$ cat src/rtl/core/column_prune_selector_unit_assert.svh
`ifndef COLUMN_PRUNE_SELECTOR_UNIT_ASSERT_SVH
`define COLUMN_PRUNE_SELECTOR_UNIT_ASSERT_SVH

// Same-cycle implication checked on every clock edge outside reset.
`define CPS_ASSERT_NOW(lbl, ante, cons) \
  lbl: assert property (@(posedge clk) disable iff (rst) (ante) |-> (cons)) \
    else $error("assertion failed");

// Next-cycle implication checked on every clock edge outside reset.
`define CPS_ASSERT_NEXT(lbl, ante, cons) \
  lbl: assert property (@(posedge clk) disable iff (rst) (ante) |=> (cons)) \
    else $error("assertion failed");

`endif

$ cat src/rtl/core/cps_pkg.sv
`timescale 1ns / 1ps

package cps_pkg;

  localparam int NumCols  = 256;
  localparam int MaxPerStep = 8;
  localparam int SumW     = 37;
  localparam int ScoreW   = 40;

  localparam logic [2:0] REG_DIFF_MODE  = 3'd0;
  localparam logic [2:0] REG_DECAY_EN   = 3'd1;
  localparam logic [2:0] REG_DECAY_RATE = 3'd2;
  localparam logic [2:0] REG_PER_STEP   = 3'd3;
  localparam logic [2:0] REG_LIMIT      = 3'd4;
  localparam logic [2:0] REG_INTERVAL   = 3'd5;
  localparam logic [2:0] REG_ACTIVE     = 3'd6;

  typedef struct packed {
    logic              pruned;
    logic [ScoreW-1:0] score;
  } col_entry_t;

  typedef struct packed {
    logic done;
    logic zero;
  } rem_status_t;

endpackage

$ cat src/rtl/core/cps_rem.sv
`timescale 1ns / 1ps

module cps_rem (
  input  logic                 clk,
  input  logic                 rst,
  input  logic                 start,
  input  logic [30:0]          dividend,
  input  logic [15:0]          divisor,
  output cps_pkg::rem_status_t status
);

  logic [30:0] dvd;
  logic [15:0] dsr;
  logic [15:0] rem;
  logic [4:0]  cnt;
  logic        run;
  logic        done;
  logic [16:0] trial;

  assign trial = {rem, dvd[30]};

  always_ff @(posedge clk) begin
    if (rst) begin
      run  <= 1'b0;
      done <= 1'b0;
      cnt  <= '0;
    end else begin
      done <= 1'b0;
      if (start) begin
        run <= 1'b1;
        cnt <= 5'd31;
      end else if (run) begin
        cnt <= cnt - 5'd1;
        if (cnt == 5'd1) begin
          run  <= 1'b0;
          done <= 1'b1;
        end
      end
    end
  end

  always_ff @(posedge clk) begin
    if (start) begin
      dvd <= dividend;
      dsr <= divisor;
      rem <= '0;
    end else if (run) begin
      dvd <= {dvd[29:0], 1'b0};
      if (trial >= {1'b0, dsr}) begin
        rem <= 16'(trial - {1'b0, dsr});
      end else begin
        rem <= trial[15:0];
      end
    end
  end

  assign status.done = done;
  assign status.zero = (rem == 16'd0);

endmodule

$ cat config.mk
export PLATFORM = sky130hd
export DESIGN_NAME = cps_rem
export DESIGN_NICKNAME = d
export VERILOG_FILES = /design/src/rtl/core/column_prune_selector_unit_assert.svh /design/src/rtl/core/cps_pkg.sv /design/src/rtl/core/cps_rem.sv
export SDC_FILE = /design/constraint.sdc
export NUM_CORES = 1
export LEC_CHECK = 0
export ABC_AREA = 1
export ABC_CLOCK_PERIOD_IN_PS = 2500
export BUFFER_PORTS_ARGS = -buffer_cell sky130_fd_sc_hd__buf_2
export CAP_MARGIN = 10
export CELL_PAD_IN_SITES_DETAIL_PLACEMENT = 0
export CELL_PAD_IN_SITES_GLOBAL_PLACEMENT = 2
export CORE_MARGIN = 1
export CORE_UTILIZATION = 34
export DETAILED_ROUTE_END_ITERATION = 10
export PLACE_DENSITY_LB_ADDON = 0.25
export SLEW_MARGIN = 10
export SYNTH_ARGS = -nofsm -noshare
export SYNTH_HDL_FRONTEND = slang
export SYNTH_SLANG_ARGS = --single-unit
$ cat constraint.sdc
create_clock -name clk -period 2.5 [get_ports clk]
set_input_delay 0.25 -clock clk [delete_from_list [all_inputs] [get_ports clk]]
set_output_delay 0.25 -clock clk [all_outputs]
set_load 0.01 [all_outputs]
==> flow_metrics.tcl <==
set metrics [dict create \
    fin_ws_ps 327 \
    worst_path_most_repeated_cell "nand2_1" \
    grt_max_degree 38 \
    cts_buffers 9 \
    tightest_slew_ps 463 \
    cts.path.max_buffers 2 \
    place_congestion 0.835 \
    crit_chain "inv_1 > ha_1 > inv_1 > fa_1 > nand3_1 > nand3_1 > nand2_1 > nand2_1 > nand2_1 > nand2_1 > nand2_1 > nand3_2 > nand2_1 > nand2_1" \
    drive_gt1_share_pct 14.5 \
    diodes 0 \
    whs_ps 82.6 \
    arrival_ps 2410 \
    tns_ps 0 \
    worst_setup_hold_path_clk_slew_ps 60 \
    hold_violations 0 \
    yosysUniqueCellTypes 32 \
    finalWirelength_um 9770 \
    status "finished, violations left" \
    hp-class "in -> reg" \
    netlist_area_um2 4050 \
    final_util_pct 41.1 \
    slowest_stage "fa_1" \
    drv_cap 0 \
    ys_warn_count 0 \
    final_common_cell "nand2_1" \
    dp_hpwl_um 7080 \
    power_mw 2.86 \
    post_cts_buffers 0 \
    cp-start-kind "register" \
    fmax_mhz 460 \
    syn-num-nets 603 \
    fillCellCount 1240 \
    min_period_ps 2170 \
    row_count 39 \
    layout_common_cells "219 x nand2_1, 90 x inv_1, 51 x buf_2, 49 x nand3_1, 47 x edfxtp_1" \
    rsz0062_at_grt "false" \
    routed_via_density 4.64 \
    drt_iter0_drc 138 \
    violations "design-rule violations" \
    drc 6 \
    track_usage_pct 17.1 \
    areaGrowthSynthToFinish_pct 16.6 \
    peakVddDrop_mv 0.344 \
    path_max_fanout 4 \
    setup_viol 0 \
    antenna_found_initial 0 \
    grt_pass1_wl_um 16300 \
    crit_path_end_kind "register" \
    pre_cts_ws_ps 291 \
    cts_resized 0 \
    slew_headroom_pct 69.1 \
    cts_hold_buf 0 \
    cp.required_ps 2740 \
    fin_crit_sh_pct 86.9 \
    synth_area_per_cell_um2 7.59 \
    fin_worst_skew_ps 4.79 \
    clk_latency_ps 340 \
    final_nets 659 \
    fp.dieH_um 111 \
    place.port_buffers 51 \
    dieWidth_um 111 \
    cts_tree "done" \
    critical_path_class "reg -> reg" \
    cts-root-buf "clkbuf_16" \
    clock_sinks 70 \
    vias 3422 \
    crit_family "simple AND/OR/NAND/NOR gates" \
    finalMaxSlewViolations 0 \
    p_leak_nw 2.49 \
    grt-ovfl-total 0 \
    power-per-cell-area_nw_per_um2 605 \
    ios 52 \
    detail-route-antenna-nets 0 \
    wl_per_cell_um 13.2 \
    die_area_um2 12400 \
    firstDrtPassIters 7 \
    start_util_pct 35.2 \
    h-tree-depth 3 \
    ys_ff_latch 70 \
    critPathMaxStageDelay_ps 450 \
    crit_buf_inv 2 \
    ys_seq_area_share_pct 46.2 \
    core_um2 11500 \
    syn-instance-count 534 \
    grt_pass1_vias 3377 \
]
sequential cells by signal (all words and copies together) (netlist names):
register  flops
cnt           5
dvd          31
dsr          16
rem          16
run           1
done          1
power by group:
part           internal, mW  total (mW)  switching (mW)
Combinational         0.120       0.322           0.202
Sequential             1.34        1.37          0.0284
Clock                 0.663        1.17           0.507
cells by family after synthesis:
logic type | share of synthesized area [%]
XOR/XNOR | 1.51
AND/OR/NAND/NOR | 32.9
flip-flops | 46.2
AO/OA/AOI/OAI | 3.09
buffers and inverters | 10.3
adder cells (fa/ha/maj) | 6.05
synthesized netlist by cell type (all sizes together):
cell type  count  area (um^2)
a21oi          9         48.8
a221oi         1         8.76
a31oi          2         12.5
and2           3         18.8
buf            6         52.5
clkbuf         7         26.3
dfxtp         23          460
edfxtp        47         1410
fa             1         20.0
ha            18          225
inv           90          338
nand2        222          851
nand3         53          285
nand4          8         50.1
nor2          22          100
nor3           2         10.0
nor4           2         12.5
o211ai         1         7.51
o21ai          8         40.0
o31ai          1         7.51
or2            1         6.26
xnor2          6         52.6
xor2           1         8.76
per-layer routing:
layer	up-vias	GRT usage, %	part of all wire (%)
li1	1790	-	-
met1	1542	21.3	47
met2	76	27.7	46
met3	14	3.44	4.3
met4	0	9.46	2.5
met5	-	0	0
final cells by class:
cell class | count | area (um^2) | area share [%]
Sequential cell | 70 | 1870 | 39.6
Clock buffer | 9 | 225 | 4.76
Timing Repair Buffer | 58 | 308 | 6.51
Tap cell | 143 | 179 | 3.78
Multi-Input combinational cell | 361 | 1770 | 37.3
Inverter | 90 | 338 | 7.14
Clock inverter | 7 | 41.3 | 0.873
worst paths after layout:
path | slack, ps | from | end | cells after the start
max | 330 | dvd[30] | rem[14] | 14
min | 80 | divisor[11] | dsr[11] | 1
max reg2reg | 330 | dvd[30] | rem[14] | 14
min reg2reg | 470 | rem[14] | rem[14] | 2
stage by stage:
step,instances,area [um^2]
2_1_floorplan,534,4050
3_3_place_gp,722,4460
3_5_place_dp,722,4460
4_1_cts,738,4730
5_1_grt,738,4730
6_report,738,4730
worst reg2reg max path, cell delays in order, from the launching register on:
cell and delay, ps:
edfxtp_1 350, inv_1 80, ha_1 140, inv_1 90, fa_1 450, nand3_1 110
nand3_1 210, nand2_1 120, nand2_1 100, nand2_1 130, nand2_1 60, nand2_1 70
nand3_2 50, nand2_1 70, nand2_1 40
No activity file was read; power rests on OpenSTA's default activity.
